$ cat src/sv/mvc_pkg.sv
// Shared types, constants and tables of the multi-voice chorus.
package mvc_pkg;

  localparam int SAMP_W     = 16;
  localparam int DLY_W      = 20;
  localparam int DEPTH_W    = 16;
  localparam int STEP_W     = 23;
  localparam int PH_W       = 24;
  localparam int VOICE_W    = 4;
  localparam int CFG_IDX_W  = 3;
  localparam int CFG_DATA_W = 23;
  localparam int LFO_W      = 17;   // 0..65536
  localparam int PH_ONE     = 1 << 24;

  localparam int DELAY_LEN_DEF  = 8192;
  localparam int MAX_VOICES_DEF = 8;

  // Register indexes
  typedef enum logic [CFG_IDX_W-1:0] {
    REG_BASE, REG_SWEEP, REG_DEPTH, REG_STEP, REG_SHAPE, REG_INTERP, REG_VOICES
  } reg_idx_t;

  typedef enum logic [1:0] {
    SHP_SINE, SHP_TRI, SHP_SQUARE, SHP_SLOPED
  } shape_t;

  // Interpolation codes; code 3 falls back to nearest
  localparam logic [1:0] INT_NEAR  = 2'd0;
  localparam logic [1:0] INT_LIN   = 2'd1;
  localparam logic [1:0] INT_CUBIC = 2'd2;

  localparam logic [DLY_W-1:0]   RST_BASE   = 20'd338688;
  localparam logic [DLY_W-1:0]   RST_SWEEP  = 20'd225792;
  localparam logic [DEPTH_W-1:0] RST_DEPTH  = 16'd32768;
  localparam logic [STEP_W-1:0]  RST_STEP   = 23'd76;
  localparam logic [1:0]         RST_INTERP = INT_LIN;
  localparam logic [VOICE_W-1:0] RST_VOICES = 4'd2;

  // Sloped-square edge thresholds
  localparam logic [PH_W-1:0] SLOPE_T1 = 24'd8053064;
  localparam logic [PH_W-1:0] SLOPE_T3 = 24'd16441672;

  typedef struct packed {
    logic [DLY_W-1:0]   base_delay;
    logic [DLY_W-1:0]   sweep_width;
    logic [DEPTH_W-1:0] mix_depth;
    logic [STEP_W-1:0]  phase_step;
    shape_t             lfo_shape;
    logic [1:0]         interp_mode;
    logic [VOICE_W-1:0] voice_count;
  } cfg_t;

  typedef struct packed {
    logic signed [SAMP_W-1:0] sample;
    logic [VOICE_W-1:0]       taps;
  } item_t;

  // Front to back hand-over
  typedef struct packed {
    logic  valid;
    item_t item;
  } fb_t;

  // Per-tap phase offset step: quotient of 2^24 / n
  function automatic logic [PH_W-1:0] off_quot(input logic [VOICE_W-1:0] n);
    logic [PH_W-1:0] q;
    case (n)
      4'd2:    q = 24'(PH_ONE / 2);
      4'd3:    q = 24'(PH_ONE / 3);
      4'd4:    q = 24'(PH_ONE / 4);
      4'd5:    q = 24'(PH_ONE / 5);
      4'd6:    q = 24'(PH_ONE / 6);
      4'd7:    q = 24'(PH_ONE / 7);
      4'd8:    q = 24'(PH_ONE / 8);
      4'd9:    q = 24'(PH_ONE / 9);
      4'd10:   q = 24'(PH_ONE / 10);
      4'd11:   q = 24'(PH_ONE / 11);
      4'd12:   q = 24'(PH_ONE / 12);
      4'd13:   q = 24'(PH_ONE / 13);
      4'd14:   q = 24'(PH_ONE / 14);
      4'd15:   q = 24'(PH_ONE / 15);
      default: q = '0;
    endcase
    return q;
  endfunction

  // Remainder of 2^24 / n
  function automatic logic [VOICE_W-1:0] off_rem(input logic [VOICE_W-1:0] n);
    logic [VOICE_W-1:0] r;
    case (n)
      4'd3:    r = 4'(PH_ONE % 3);
      4'd5:    r = 4'(PH_ONE % 5);
      4'd6:    r = 4'(PH_ONE % 6);
      4'd7:    r = 4'(PH_ONE % 7);
      4'd9:    r = 4'(PH_ONE % 9);
      4'd10:   r = 4'(PH_ONE % 10);
      4'd11:   r = 4'(PH_ONE % 11);
      4'd12:   r = 4'(PH_ONE % 12);
      4'd13:   r = 4'(PH_ONE % 13);
      4'd14:   r = 4'(PH_ONE % 14);
      4'd15:   r = 4'(PH_ONE % 15);
      default: r = '0;
    endcase
    return r;
  endfunction

endpackage

$ cat src/sv/mvc_front.sv
// Input queue: takes sample beats and tags each with its tap count.
module mvc_front #(
  parameter int MAX_VOICES = 8
) (
  input  logic                               clk,
  input  logic                               rst_n,
  input  logic                               push,
  output logic                               full,
  input  logic signed [mvc_pkg::SAMP_W-1:0]  sample_in,
  input  logic [mvc_pkg::VOICE_W-1:0]        voice_count,
  input  logic                               hold,
  input  logic                               deq,
  output mvc_pkg::fb_t                       fb
);
  import mvc_pkg::*;

  item_t              q_r [2];
  logic               wr_r, rd_r;
  logic [1:0]         cnt_r;
  logic               acc;
  logic [VOICE_W-1:0] taps;

  assign full = (cnt_r == 2'd2) || hold;
  assign acc  = push && !full;

  // Voice count clamp: zero means dry only, large values saturate
  always_comb begin
    if (voice_count == '0) begin
      taps = '0;
    end else if (int'(voice_count) > MAX_VOICES) begin
      taps = VOICE_W'(MAX_VOICES - 1);
    end else begin
      taps = voice_count - 1'b1;
    end
  end

  // Storage
  always_ff @(posedge clk) begin
    if (acc) begin
      q_r[wr_r] <= '{sample: sample_in, taps: taps};
    end
  end

  // Pointers
  always_ff @(posedge clk) begin
    if (!rst_n) begin
      wr_r  <= 1'b0;
      rd_r  <= 1'b0;
      cnt_r <= '0;
    end else begin
      if (acc) wr_r <= !wr_r;
      if (deq) rd_r <= !rd_r;
      cnt_r <= cnt_r + 2'(acc) - 2'(deq);
    end
  end

  assign fb.valid = (cnt_r != 2'd0);
  assign fb.item  = q_r[rd_r];

endmodule

$ cat config.mk
export PLATFORM = sky130hd
export DESIGN_NAME = mvc_front
export DESIGN_NICKNAME = d
export VERILOG_FILES = /design/src/sv/mvc_pkg.sv /design/src/sv/mvc_front.sv
export SDC_FILE = /design/constraint.sdc
export NUM_CORES = 1
export LEC_CHECK = 0
export ABC_AREA = 1
export BUFFER_PORTS_ARGS = -buffer_cell sky130_fd_sc_hd__buf_2
export CAP_MARGIN = 20
export CELL_PAD_IN_SITES_DETAIL_PLACEMENT = 0
export CELL_PAD_IN_SITES_GLOBAL_PLACEMENT = 1
export CORE_MARGIN = 2
export CORE_UTILIZATION = 42
export DETAILED_ROUTE_END_ITERATION = 7
export PLACE_DENSITY = 0.86
export SLEW_MARGIN = 20
export SYNTH_ARGS = -nofsm -noshare
export SYNTH_HDL_FRONTEND = slang
export SYNTH_SLANG_ARGS = --single-unit
$ cat constraint.sdc
create_clock -name clk -period 2.7 [get_ports clk]
set_clock_uncertainty 0.2 [all_clocks]
set_input_delay 0.405 -clock clk [delete_from_list [all_inputs] [get_ports clk]]
set_output_delay 0.405 -clock clk [all_outputs]
set_load 0.03 [all_outputs]
[After elaboration in Yosys (flattened, before gate mapping)]
Memories as Yosys holds them, arrays and structs flattened. A register that Yosys moved wholly into a read port is not among the register bits.
Index checks and enable logic that the tools add are counted.
Operators by class
  $add $sub $neg: 3
  magnitude comparators: 1
  reduce and logical (&&, ||, !) cells: 7
  equality and inequality tests: 1
  mux-type cells: 6
Operators with widths (count)
  two-way mux 4 bit: 2
  greater-than comparator 4 bit, second input constant: 1
  zero test 4 bit: 1
  two-way mux 1 bit: 4
  subtractor 4 x 1 -> 4 bit, second input constant: 1
  zero test 1 bit: 3
  adder 2 x 1 -> 2 bit: 1
  == test 2 bit, second input constant: 1
  nonzero test 2 bit: 1
  subtractor 2 x 1 -> 2 bit: 1
  logical AND 1 bit: 1
  logical OR 1 bit: 1
Word-level totals
  bits in registers: 4
  logic and storage cells: 22
  memories kept: 1
  bits in writable memories: 40
Memories
  q_r: words 2, bits a word 20, read ports 1, clocked after memory_dff 1, write ports 1, line mvc_front.sv:17  | item_t q_r [2];

[Depth between registers and ports, before layout]
  depth after elaboration: 6
  gate-level depth with buffers: 11
  depth with buffers taken out: 11

[Worst setup path after synthesis]
OpenSTA, ideal clock, no wires.
  path kind: input-to-reg
  start point: input hold
  end point: memory q_r[0][0] in the netlist's numbering, enable pin
  required time: 2.103 ns
  setup slack: 0.654 ns
  buffers on the path: 0
  stages: 3
  arrival: 1.450 ns
  library setup time: 0.397 ns
  path through: inv_1 nand3_2 nor2_1
Between the ends
  cells in the longest elaborated chain, start to end: 5
RTL lines
  start, declared: line mvc_front.sv:11  | input logic hold,
  logical OR 1 bit: line mvc_front.sv:23  | assign full = (cnt_r == 2'd2) || hold;
  zero test 1 bit: line mvc_front.sv:24  | assign acc = push && !full;
  logical AND 1 bit: line mvc_front.sv:24
  two-way mux 1 bit: line mvc_front.sv:39  | if (acc) begin
  two-way mux 1 bit (not written as such): line mvc_front.sv:40  | q_r[wr_r] <= '{sample: sample_in, taps: taps};
  end, declared: line mvc_front.sv:17
Every way passes these cells.

==> reports/qor.yml <==
status:
  outcome: "complete, no violations"
finish:
  num_antenna_cells: 0
  area_growth_pct: 20.0
  utilization_pct: 51.8
  fill_cells: 379
  fin_area_um2: 2230
  drive_gt1_share_pct: 43.9
  stdcell_count: 223
  nNetsFinal: 198
clocking:
  numCtsBuffers: 5
  cts.sinks: 45
  htree_num_levels: 2
  hold_buffers: 0
  cts_tree: "built"
  cts_resized: 0
  post_cts_buffers: 0
  clk_latency_ns: 0.29
  cts_root_buffer: "clkbuf_8"
  clk_pin_slew_ns: 0.07
  clockBufferDepth: 2
worst_setup_path:
  cp_top_family: "buffers and inverters"
  critPathKind: "flop to output pin"
  cp-end-kind: "output pin"
  crit_path_max_incr_delay_ns: 0.34
  crit_path_start_kind: "flop"
  cp_max_fo: 20
  worst_path_max_delay_cell: "buf_4"
  cp_data_required_time_ns: 2.10
  rrSetupSlack_ns: 0.89
  crit_buf_inv: 2
  cp_cell_sequence: "buf_4 > mux2_4 > buf_2"
  critPathArrivalTime_ns: 1.45
drt:
  drc: 0
  dr.pass1.iters: 4
  wl_per_cell_um: 13.0
  drt_wl_total_um: 2910
  via_per_inst: 4.65
  postRouteAntennaNets: 0
  vias: 1037
  dr.first_iter.drc_count: 119
placed_design:
  dp_cells: 215
  io_buffers: 46
  dpl_cell_area_um2: 2150
  dpl.hpwl_um: 2180
  pre_cts_ws_ns: 0.793
  gp_congestion: 0.773
timing:
  report.final.slew_viol_count: 0
  setup_ws_ns: 0.640
  post-route-min-period_ns: 2.06
  tightest_slew_ns: 0.780
  period_share_pct: 76.3
  finalSetupViolCount: 0
  finalSetupTns_ns: 0
  rsz0062_at_grt: "no"
  max_freq_mhz: 486
  maxSlewHeadroom_pct: 47.9
  hold_ws_ns: 0.102
  hold_viol: 0
floorplan:
  die_w_um: 70.5
  die_h_um: 70.5
  fp.coreArea_um2: 4290
  rows: 24
  io_pins: 47
  dieArea_um2: 4970
  initial_core_util_pct: 43.2
logic_synthesis:
  synth-edff-count: 40
  yosysTopAreaCellShare_pct: 64.7
  synth_common_cells: "edfxtp_1, mux2_4, inv_1, nand2_1, nor2_1"
  synth_flop_cell: "edfxtp_1"
  ys_seq_elements: 45
  synth_largest_area_cell: "edfxtp_1"
  synthTopCellsByArea: "edfxtp_1, mux2_4, dfxtp_1, inv_1, nand2_1"
  yosysUniqueCellTypes: 13
  ys_seq_area_share_pct: 70.1
  syn_nets: 145
  synthArstFlopShare_pct: 0
  syn_area_per_cell_um2: 15.9
  yosysMostFrequentCell: "edfxtp_1"
  syn_inst: 117
  synth_area_um2: 1860
  yosys_warnings: 0
global_route:
  grt_max_degree: 21
  grt_pass1_vias: 1103
  overflow: 0
  grt_pass1_wl_um: 4690
  track_usage_pct: 12.5
  grt_antenna_before_repair: 0
pwr:
  pwr-share-comb_pct: 16.2
  switching_share_pct: 24.3
  max-vdd-ir-drop_v: 0.000266
  seqPwrFrac_pct: 57.1
  p_clk_share_pct: 26.6
  p_leak_nw: 0.959
  total_power_mw: 1.41
  internal_power_mw: 1.07
  power_density_nw_per_um2: 635
  p_sw_mw: 0.343
hold_path:
  hold_path.class: "input pin to flop"
run:
  maxCapViolCount: 0
## state kept, by name, summed over array words and instances, names as in the netlist, named ones only
register,cells
wr_r,1
cnt_r,2
rd_r,1
q_r,40
## placed cells by master, fill, tap and decap left out
| master | netlist | layout |
|---|---|---|
| a21oi_1 | 2 | 2 |
| buf_2 | 0 | 46 |
| buf_4 | 0 | 2 |
| clkbuf_1 | 0 | 3 |
| clkbuf_8 | 0 | 5 |
| dfxtp_1 | 5 | 5 |
| edfxtp_1 | 40 | 40 |
| ha_1 | 3 | 3 |
| inv_1 | 15 | 15 |
| mux2_4 | 20 | 20 |
| nand2_1 | 15 | 15 |
| nand3_1 | 2 | 2 |
| nand3_2 | 1 | 1 |
| nand4_1 | 1 | 1 |
| nor2_1 | 8 | 7 |
| nor2_2 | 0 | 1 |
| o21ai_0 | 3 | 3 |
## final timing paths
kind	start	end	cells past startpoint
min	sample_in[12]	q_r[1][16]$_DFFE_PP_	1
max reg2reg	cnt_r[0]$_SDFF_PN0_	q_r[1][12]$_DFFE_PP_	4
max	flop	fb[14]	3
min reg2reg	rd_r$_SDFFE_PN0P_	rd_r$_SDFFE_PN0P_	2
## per-layer routing
layer	up-vias	global-route usage, %	part of all wire (%)
met4	0	6.41	2.3
met3	6	4.76	5.6
met5	-	0	0
met1	483	11.5	37
met2	31	23.5	55
li1	517	-	-
## kinds of logic (layout without fill, tap and decap cells)
| group | Yosys count | in the layout | synth area share (%) |
|---|---|---|---|
| and+or+nand+nor | 27 | 27 | 6.07 |
| muxes | 20 | 20 | 16.2 |
| DFF | 45 | 45 | 70.1 |
| buffers and inverters | 17 | 71 | 4.25 |
| adders and majority gates | 3 | 3 | 2.02 |
| AOI/OAI and AO/OA | 5 | 5 | 1.35 |
## cell type report
type	count	area [um^2]	share of cell area (%)
repair buffers	48	245	11.0
flip-flops and latches	45	1300	58.5
inverters	15	56.3	2.53
clock buffers	8	80.1	3.60
multi-input cells	55	478	21.5
well taps	52	65.1	2.92
## worst reg2reg max path, cell delays in order, from the launching register on
cell     delay, ns
dfxtp_1       0.35
inv_1         0.06
nand2_1       0.12
nand4_1       0.11
inv_1         0.59
## power by group through the flow
stage | clock network, mW | logic [mW] | registers, mW
6_report | 0.376 | 0.229 | 0.807
5_1_grt | 0.420 | 0.248 | 0.809
4_1_cts | 0.385 | 0.233 | 0.807
3_5_place_dp | 0 | 0.232 | 0.822
3_3_place_gp | 0 | 0.226 | 0.819
2_1_floorplan | 0 | 0.168 | 0.819
No activity file was read; power rests on OpenSTA's default activity.
