`config.mk`:
```
export PLATFORM = sky130hd
export DESIGN_NAME = mvc_outq
export DESIGN_NICKNAME = d
export VERILOG_FILES = /design/src/sv/mvc_pkg.sv /design/src/sv/mvc_outq.sv
export SDC_FILE = /design/constraint.sdc
export NUM_CORES = 1
export LEC_CHECK = 0
export BUFFER_PORTS_ARGS = -buffer_cell sky130_fd_sc_hd__buf_2
export CORE_MARGIN = 2
export CORE_UTILIZATION = 55
export CTS_CLUSTER_SIZE = 8
export DETAILED_ROUTE_END_ITERATION = 7
export GPL_ROUTABILITY_DRIVEN = 1
export GPL_TIMING_DRIVEN = 0
export PLACE_DENSITY = 0.83
export REMOVE_ABC_BUFFERS = 1
export SYNTH_ARGS = -nofsm -noshare
export SYNTH_HDL_FRONTEND = slang
export SYNTH_SLANG_ARGS = --single-unit
```
`constraint.sdc`:
```
create_clock -name clk -period 2.9 [get_ports clk]
set_input_delay 0.435 -clock clk [delete_from_list [all_inputs] [get_ports clk]]
set_output_delay 0.435 -clock clk [all_outputs]
set_load 0.05 [all_outputs]
```
`src/sv/mvc_pkg.sv`:
```
// Shared types, constants and tables of the multi-voice chorus.
package mvc_pkg;

  localparam int SAMP_W     = 16;
  localparam int DLY_W      = 20;
  localparam int DEPTH_W    = 16;
  localparam int STEP_W     = 23;
  localparam int PH_W       = 24;
  localparam int VOICE_W    = 4;
  localparam int CFG_IDX_W  = 3;
  localparam int CFG_DATA_W = 23;
  localparam int LFO_W      = 17;   // 0..65536
  localparam int PH_ONE     = 1 << 24;

  localparam int DELAY_LEN_DEF  = 8192;
  localparam int MAX_VOICES_DEF = 8;

  // Register indexes
  typedef enum logic [CFG_IDX_W-1:0] {
    REG_BASE, REG_SWEEP, REG_DEPTH, REG_STEP, REG_SHAPE, REG_INTERP, REG_VOICES
  } reg_idx_t;

  typedef enum logic [1:0] {
    SHP_SINE, SHP_TRI, SHP_SQUARE, SHP_SLOPED
  } shape_t;

  // Interpolation codes; code 3 falls back to nearest
  localparam logic [1:0] INT_NEAR  = 2'd0;
  localparam logic [1:0] INT_LIN   = 2'd1;
  localparam logic [1:0] INT_CUBIC = 2'd2;

  localparam logic [DLY_W-1:0]   RST_BASE   = 20'd338688;
  localparam logic [DLY_W-1:0]   RST_SWEEP  = 20'd225792;
  localparam logic [DEPTH_W-1:0] RST_DEPTH  = 16'd32768;
  localparam logic [STEP_W-1:0]  RST_STEP   = 23'd76;
  localparam logic [1:0]         RST_INTERP = INT_LIN;
  localparam logic [VOICE_W-1:0] RST_VOICES = 4'd2;

  // Sloped-square edge thresholds
  localparam logic [PH_W-1:0] SLOPE_T1 = 24'd8053064;
  localparam logic [PH_W-1:0] SLOPE_T3 = 24'd16441672;

  typedef struct packed {
    logic [DLY_W-1:0]   base_delay;
    logic [DLY_W-1:0]   sweep_width;
    logic [DEPTH_W-1:0] mix_depth;
    logic [STEP_W-1:0]  phase_step;
    shape_t             lfo_shape;
    logic [1:0]         interp_mode;
    logic [VOICE_W-1:0] voice_count;
  } cfg_t;

  typedef struct packed {
    logic signed [SAMP_W-1:0] sample;
    logic [VOICE_W-1:0]       taps;
  } item_t;

  // Front to back hand-over
  typedef struct packed {
    logic  valid;
    item_t item;
  } fb_t;

  // Per-tap phase offset step: quotient of 2^24 / n
  function automatic logic [PH_W-1:0] off_quot(input logic [VOICE_W-1:0] n);
    logic [PH_W-1:0] q;
    case (n)
      4'd2:    q = 24'(PH_ONE / 2);
      4'd3:    q = 24'(PH_ONE / 3);
      4'd4:    q = 24'(PH_ONE / 4);
      4'd5:    q = 24'(PH_ONE / 5);
      4'd6:    q = 24'(PH_ONE / 6);
      4'd7:    q = 24'(PH_ONE / 7);
      4'd8:    q = 24'(PH_ONE / 8);
      4'd9:    q = 24'(PH_ONE / 9);
      4'd10:   q = 24'(PH_ONE / 10);
      4'd11:   q = 24'(PH_ONE / 11);
      4'd12:   q = 24'(PH_ONE / 12);
      4'd13:   q = 24'(PH_ONE / 13);
      4'd14:   q = 24'(PH_ONE / 14);
      4'd15:   q = 24'(PH_ONE / 15);
      default: q = '0;
    endcase
    return q;
  endfunction

  // Remainder of 2^24 / n
  function automatic logic [VOICE_W-1:0] off_rem(input logic [VOICE_W-1:0] n);
    logic [VOICE_W-1:0] r;
    case (n)
      4'd3:    r = 4'(PH_ONE % 3);
      4'd5:    r = 4'(PH_ONE % 5);
      4'd6:    r = 4'(PH_ONE % 6);
      4'd7:    r = 4'(PH_ONE % 7);
      4'd9:    r = 4'(PH_ONE % 9);
      4'd10:   r = 4'(PH_ONE % 10);
      4'd11:   r = 4'(PH_ONE % 11);
      4'd12:   r = 4'(PH_ONE % 12);
      4'd13:   r = 4'(PH_ONE % 13);
      4'd14:   r = 4'(PH_ONE % 14);
      4'd15:   r = 4'(PH_ONE % 15);
      default: r = '0;
    endcase
    return r;
  endfunction

endpackage

```
`src/sv/mvc_outq.sv`:
```
// Two-entry result queue between the engine and the result port.
module mvc_outq (
  input  logic                              clk,
  input  logic                              rst_n,
  input  logic                              wr,
  input  logic signed [mvc_pkg::SAMP_W-1:0] wdata,
  output logic                              full,
  input  logic                              pop,
  output logic                              empty,
  output logic signed [mvc_pkg::SAMP_W-1:0] rdata
);
  import mvc_pkg::*;

  logic signed [SAMP_W-1:0] q_r [2];
  logic                     wr_r, rd_r;
  logic [1:0]               cnt_r;
  logic                     rd;

  assign full  = (cnt_r == 2'd2);
  assign empty = (cnt_r == 2'd0);
  assign rd    = pop && !empty;
  assign rdata = q_r[rd_r];

  always_ff @(posedge clk) begin
    if (wr) begin
      q_r[wr_r] <= wdata;
    end
  end

  always_ff @(posedge clk) begin
    if (!rst_n) begin
      wr_r  <= 1'b0;
      rd_r  <= 1'b0;
      cnt_r <= '0;
    end else begin
      if (wr) wr_r <= !wr_r;
      if (rd) rd_r <= !rd_r;
      cnt_r <= cnt_r + 2'(wr) - 2'(rd);
    end
  end

endmodule

```
[After elaboration in Yosys (flattened, before gate mapping)]
Memory sizes are Yosys's and may differ from the RTL's. A register that Yosys moved wholly into a read port is not among the register bits.
Index checks and enable logic that the tools add are counted.
Word-level totals
  output and inout port bits: 18
  RAM bits: 32
  bits of input ports: 20
  memories kept: 1
  bits in registers: 4
Cells by class
  mux-type cells: 4
  equal/unequal tests: 1
  add/sub/neg operators: 2
  reductions and logical operators: 5
Memory list
  q_r: words 2, width 16, read ports 1, clocked after Yosys merged registers in 1, wr ports 1, line mvc_outq.sv:14  | logic signed [SAMP_W-1:0] q_r [2];
Operators with widths (number)
  1-bit two-way mux: 4
  1-bit logical NOT: 3
  2-bit by 1-bit adder with 2-bit output: 1
  2-bit equality test (second input constant): 1
  2-bit logical NOT: 1
  2-bit by 1-bit subtractor with 2-bit output: 1
  1-bit logical AND: 1

[Logic depth before layout (Yosys ltp)]
Gate-level depths: netlist of the first run.
  depth in word-level cells: 5
  depth in mapped cells: 6
  mapped depth without buffers: 6

[Worst setup path after synthesis of the first run]
OpenSTA, ideal clock, no wires.
  kind: input-to-reg
  start point: input wr
  end point: memory q_r[0][0] (enable)
  setup slack: 1.278 ns
  arrival time: 1.230 ns
  path buffers: 0
  stages on the path: 1
  data required time: 2.508 ns
  path through: nor2b_1
On the way
  cells in the longest elaborated chain, start to end: 2
RTL lines
  start: declaration: line mvc_outq.sv:5  | input logic wr,
  1-bit two-way mux: line mvc_outq.sv:25  | if (wr) begin
  1-bit two-way mux (not written as such): line mvc_outq.sv:26  | q_r[wr_r] <= wdata;
  end: declaration: line mvc_outq.sv:14
No other way between the ends.

==> qor.yml, run 1 <==
cts_tree: "built"
portBuffers: 37
crit_fanout: 16
place_hpwl_um: 1500
cts_max_level: 2
fin_nets: 137
criticalPathCategory: "reg -> out"
cts_resized: 0
tightestPinTransition_ps: 909
rsz0062_at_grt: "no"
drv_cap: 0
yosys.area.top_type: "edfxtp_1"
die_y_um: 55.2
fmax_mhz: 436
yosys_warnings: 0
cts_root_buffer: "clkbuf_4"
ys_seq_elements: 37
initial_utilization_pct: 58.3
finalCriticalPeriod_ps: 2300
critPathSlowestCell: "dfxtp_1"
ioPinCount: 38
final_util_pct: 68.5
wire_per_inst_um: 14.2
ir_worst_vdd_mv: 0.570
synth_area_leaders: "edfxtp_1 67%, mux2_4 10%, dfxtp_1 6.9%"
clkTransAtPathRegs_ps: 100
totalWireLength_um: 2070
hold_path.class: "in -> reg"
die_w_um: 55.2
finClkSkew_ps: 3.46
dr.first_iter.drc_count: 23
cts.sinks: 37
vias_per_cell: 4.94
fin_crit_sh_pct: 79.2
status: "finished clean"
synthToLayoutAreaGrowth_pct: 17.6
slew_headroom_pct: 39.3
crit_arrival_ps: 1860
num_antenna_cells: 0
ys_types: 16
first_global_vias: 749
clockBufferDepth: 2
critPathMaxStageDelay_ps: 930
cts_buffers: 5
gp_congestion: 0.656
core_sq_um: 2480
p_leak_nw: 0.687
worstPathCellList: "mux2_1, buf_2"
drt_first_pass_iters: 4
antenna_left: 0
startpoint_type: "flop"
drive_above_1_share_pct: 48.3
grt_first_pass_wirelength_um: 3330
hold_buffers: 0
yosysSeqAreaShare_pct: 73.5
finalHoldViolations: 0
grt-ovfl-total: 0
nFillCells: 184
track_usage_pct: 14.7
slew_violations: 0
final.setup.tns_ps: 0
syn_area_sq_um: 1440
clock_latency_ps: 310
cp-end-kind: "output port"
avgSynthCellArea_sq_um: 19.8
antenna_found_initial: 0
drc: 0
postCtsSetupRepairBufs: 0
powerDensity_nw_per_um2: 834
dr_total_vias: 721
synthCells: 73
synth_top_area_share_pct: 66.6
setup_viol: 0
die-area_sq_um: 3050
cp.required_ps: 2470
grt_max_degree: 18
row_count: 18
sequential cells by signal (all words and copies together) (netlist names), named ones only:
register and count:
cnt_r 2, q_r 32, rd_r 1, wr_r 1
cell usage in the layout (no fill, tap or decap), drive strengths merged, types with 4 or more instances in the layout:
cell / count
buf: 37
edfxtp: 32
mux2: 16
clkbuf: 6
dfxtp: 5
nor2b: 4
final cells by class:
type | count | area, sq um | share of cell area (%)
flip-flops and latches | 37 | 1060 | 62.5
multi-input cells | 32 | 355 | 20.9
repair buffers | 37 | 185 | 10.9
clock buffers | 6 | 41.3 | 2.43
well taps | 30 | 37.5 | 2.21
clock inverters | 2 | 10.0 | 0.590
inverters | 2 | 7.51 | 0.442
final timing paths:
| check | start | end | slack, ps | cells past startpoint |
|---|---|---|---|---|
| max | flop | rdata[1] | 600 | 2 |
| min reg2reg | rd_r$_SDFFE_PN0P_ | flop | 490 | 2 |
| min | wdata[0] | q_r[0][0]$_DFFE_PP_ | 310 | 1 |
| max reg2reg | cnt_r[1]$_SDFF_PN0_ | cnt_r[1]$_SDFF_PN0_ | 1460 | 6 |
where the power goes:
part / switching [mW] / internal [mW]
combinational: 0.312 / 0.184
sequential: 0.0539 / 0.627
clock: 0.147 / 0.0923
total: 0.513 / 0.904
synthesized netlist by cell type:
library cell and n:
buf_6 2, o21a_1 1, mux2i_1 2, nand2b_1 1
xnor3_1 1, nor2_1 1, inv_1 2, mux2_4 10
nand2_1 1, mux2_1 6, o21a_2 1, nor2b_1 4
edfxtp_1 32, dfxtp_1 5, and2_1 2, ha_1 2
logic make-up (layout without fill, tap and decap cells):
family                     count (synthesis)  after routing  synth area share [%]
adders and majority gates                  2              2                  1.73
DFF                                       37             37                  73.5
AOI/OAI and AO/OA                          2              2                  1.13
and+or+nand+nor                            9              9                  3.55
muxes                                     18             18                  16.5
xor gates and xnor gates                   1              1                  1.56
buffers and inverters                      4             47                  2.08
per-stage QoR:
step	hold slack [ps]	power, mW	instance area [sq um]	setup slack (ps)	std cells
after CTS	292	1.43	1700	578	146
final	305	1.42	1700	604	146
after floorplan	452	1.09	1420	1130	71
after global placement	461	1.18	1640	821	138
after global routing	284	1.49	1700	479	146
after detailed placement	477	1.19	1640	766	138
metal layers:
layer  vias up  routed length (um)  global-route usage [%]
met3         2                 123                    5.85
met5         -                   0                       0
met2        27                1150                    27.4
li1        357                   -                       -
met1       335                 778                    15.1
met4         0                  14                    4.18
worst max-delay path, delay by kind of cell (launching register included):
kind / cells / cell delay, ps
buffers and inverters: 1 / 220
DFF: 1 / 930
muxes: 1 / 400
(Power assumes the default switching activity.)
==> run 2: changes to the inputs <==
--- a/config.mk
+++ b/config.mk
@@ -7,12 +7,12 @@
 export LEC_CHECK = 0
 export BUFFER_PORTS_ARGS = -buffer_cell sky130_fd_sc_hd__buf_2
 export CORE_MARGIN = 2
-export CORE_UTILIZATION = 55
+export CORE_UTILIZATION = 46
 export CTS_CLUSTER_SIZE = 8
 export DETAILED_ROUTE_END_ITERATION = 7
 export GPL_ROUTABILITY_DRIVEN = 1
 export GPL_TIMING_DRIVEN = 0
-export PLACE_DENSITY = 0.83
+export PLACE_DENSITY = 0.74
 export REMOVE_ABC_BUFFERS = 1
 export SYNTH_ARGS = -nofsm -noshare
 export SYNTH_HDL_FRONTEND = slang
==> constraint.sdc (replaced) <==
create_clock -name clk -period 2.1 [get_ports clk]
set_input_delay 0.315 -clock clk [delete_from_list [all_inputs] [get_ports clk]]
set_output_delay 0.315 -clock clk [all_outputs]
set_load 0.05 [all_outputs]
==> run 2 against run 1 <==
Net effect: die area grew 18%; clock skew up 11 ps; cell count increased by 9.6%; highest routed layer unchanged; critical endpoint is now rdata[15].
==> qor.yml, run 2 (same netlist as run 1, synthesis figures left out) <==
track_usage_pct: 12.9  # -1.9 points
multi_input_area_sq_um: 355  # unchanged
setup_viol: 0  # unchanged
final_common_cell: "buf_2"
finClkSkew_ps: 14.4  # +10.9 ps
clkPwrFrac_pct: 17.5  # +0.6 points
ir_worst_vdd_mv: 0.524  # -8.1%
crit_arrival_ps: 1610  # -250 ps
largest_reg_flops: 32  # unchanged
top_regs: "q_r (32), cnt_r (2)"
r2r_slack_ps: 650  # -810 ps
finalCriticalPeriod_ps: 1920
antenna_left: 0  # unchanged
dr_total_vias: 725  # +0.55%
rsz0062_at_grt: "no"
initial_utilization_pct: 47.7  # -11 points
fin_nets: 137  # unchanged
slew_violations: 0  # unchanged
place_hpwl_um: 1390  # -7.2%
critPathMaxStageDelay_ps: 660  # -270 ps
switching_share_pct: 36.3  # +0.099 points
clockBufferDepth: 2  # unchanged
p_comb_share_pct: 34.4  # -0.6 points
vias_per_cell: 4.53  # -8.2%
wire_per_inst_um: 12.8  # -9.4%
drv_cap: 0  # unchanged
row_count: 20  # +2
tightestPinTransition_ps: 850  # -59.4 ps
portBuffers: 37  # unchanged
hold_buffers: 0  # unchanged
cts.sinks: 37  # unchanged
grt-ovfl-total: 0  # unchanged
nFillCells: 251  # +36%
seq_power_share_pct: 48.1  # about the same
totalWireLength_um: 2050  # -0.68%
crit_fanout: 16  # unchanged
cts_tree: "built"
cts_buffers: 5  # unchanged
core_sq_um: 3030  # +22%
antenna_found_initial: 0  # unchanged
p_leak_nw: 0.682  # -0.74%
cts_resized: 1  # +1
worstPathCellList: "mux2_1, buf_2"
slew_headroom_pct: 43.1  # +3.8 points
power.total_mw: 1.96  # +39%
die-area_sq_um: 3600  # +18%
fmax_mhz: 521
startpoint_type: "flop"
finalHoldViolations: 0  # unchanged
dr.first_iter.drc_count: 20  # -13%
grt_max_degree: 18  # unchanged
internal_power_mw: 1.25  # +38%
drt_first_pass_iters: 4  # unchanged
ioPinCount: 38  # unchanged
cts_max_level: 2  # unchanged
hold_path.class: "in -> reg"
clock_latency_ps: 340  # +30 ps
seqCellArea_sq_um: 1060  # +0.12%
cts_root_buffer: "clkbuf_4"
status: "finished clean"
num_antenna_cells: 0  # unchanged
p_sw_uw: 713  # +39%
first_global_vias: 732  # -2.3%
regMostFlops: "q_r"
powerDensity_nw_per_um2: 1150  # +37%
die_w_um: 60.0  # +8.7%
cp-end-kind: "output port"
cp.required_ps: 1780  # -690 ps
synthToLayoutAreaGrowth_pct: 18.7
clkTransAtPathRegs_ps: 110  # about the same
fin_crit_sh_pct: 91.5
grt_first_pass_wirelength_um: 3090  # -7.0%
postCtsSetupRepairBufs: 0  # unchanged
criticalPathCategory: "reg -> out"
gp_congestion: 0.590  # -10%
final_cell_mix: "37 x buf_2, 32 x edfxtp_1, 10 x mux2_4"
critPathSlowestCell: "dfxtp_2"
drc: 0  # unchanged
final.setup.tns_ps: 0  # unchanged
drive_above_1_share_pct: 47.4  # -0.86 points
die_y_um: 60.0  # +8.7%
run 2: changes by cell type in the layout (fill, tap and decap cells not counted):
| cell | previous run | this run |
|---|---|---|
| clkbuf_1 | 1 | 3 |
| clkinv_2 | 2 | 0 |
| dfxtp_1 | 5 | 4 |
| dfxtp_2 | 0 | 1 |
run 2: through the flow:
stage                     instances  setup WS (ps)  area, sq um  utilization (%)  hold WS, ps
after global placement          152            110         1660             54.9          461
after detailed placement        152            238         1660             55.0          478
after global routing            160            106         1710             56.6          140
after floorplan                  71            450         1420                -          414
final                           160            179         1710             56.6          156
after CTS                       160            155         1710             56.6          153
run 2: critical path: cells and delay by family, from the launching register on:
kind | cells | cell delay, ps
DFF | 1 | 660
buffers and inverters | 1 | 220
muxes | 1 | 380
run 2: worst paths after layout:
check                              to  cells after the start                 from
setup / recovery            rdata[15]                      2                 flop
hold / removal    q_r[1][4]$_DFFE_PP_                      1             wdata[4]
setup reg to reg  cnt_r[1]$_SDFF_PN0_                      6  cnt_r[1]$_SDFF_PN0_
hold reg to reg     rd_r$_SDFFE_PN0P_                      2    rd_r$_SDFFE_PN0P_
run 2: area by class of cell:
| class | count | area share (%) |
|---|---|---|
| Tap cell | 44 | 3.21 |
| Multi-Input combinational cell | 32 | 20.7 |
| Clock buffer | 8 | 2.85 |
| Sequential cell | 37 | 62.0 |
| Inverter | 2 | 0.438 |
| Timing Repair Buffer | 37 | 10.8 |
run 2: metal layers:
metal | vias up | GRT usage, % | part of all wire [%]
met5 | - | 0 | 0
met4 | 0 | 5.71 | 1.9
met3 | 5 | 6.71 | 7.1
met2 | 25 | 21.4 | 50
met1 | 341 | 13.5 | 41
li1 | 354 | - | -
run 2: power groups by stage:
stage / combinational [mW] / clock (mW) / sequential, mW
floorplan: 0.564 / 0 / 0.940
global route: 0.726 / 0.389 / 0.957
CTS: 0.685 / 0.350 / 0.947
detailed placement: 0.687 / 0 / 0.961
finish: 0.676 / 0.344 / 0.943
global placement: 0.674 / 0 / 0.954
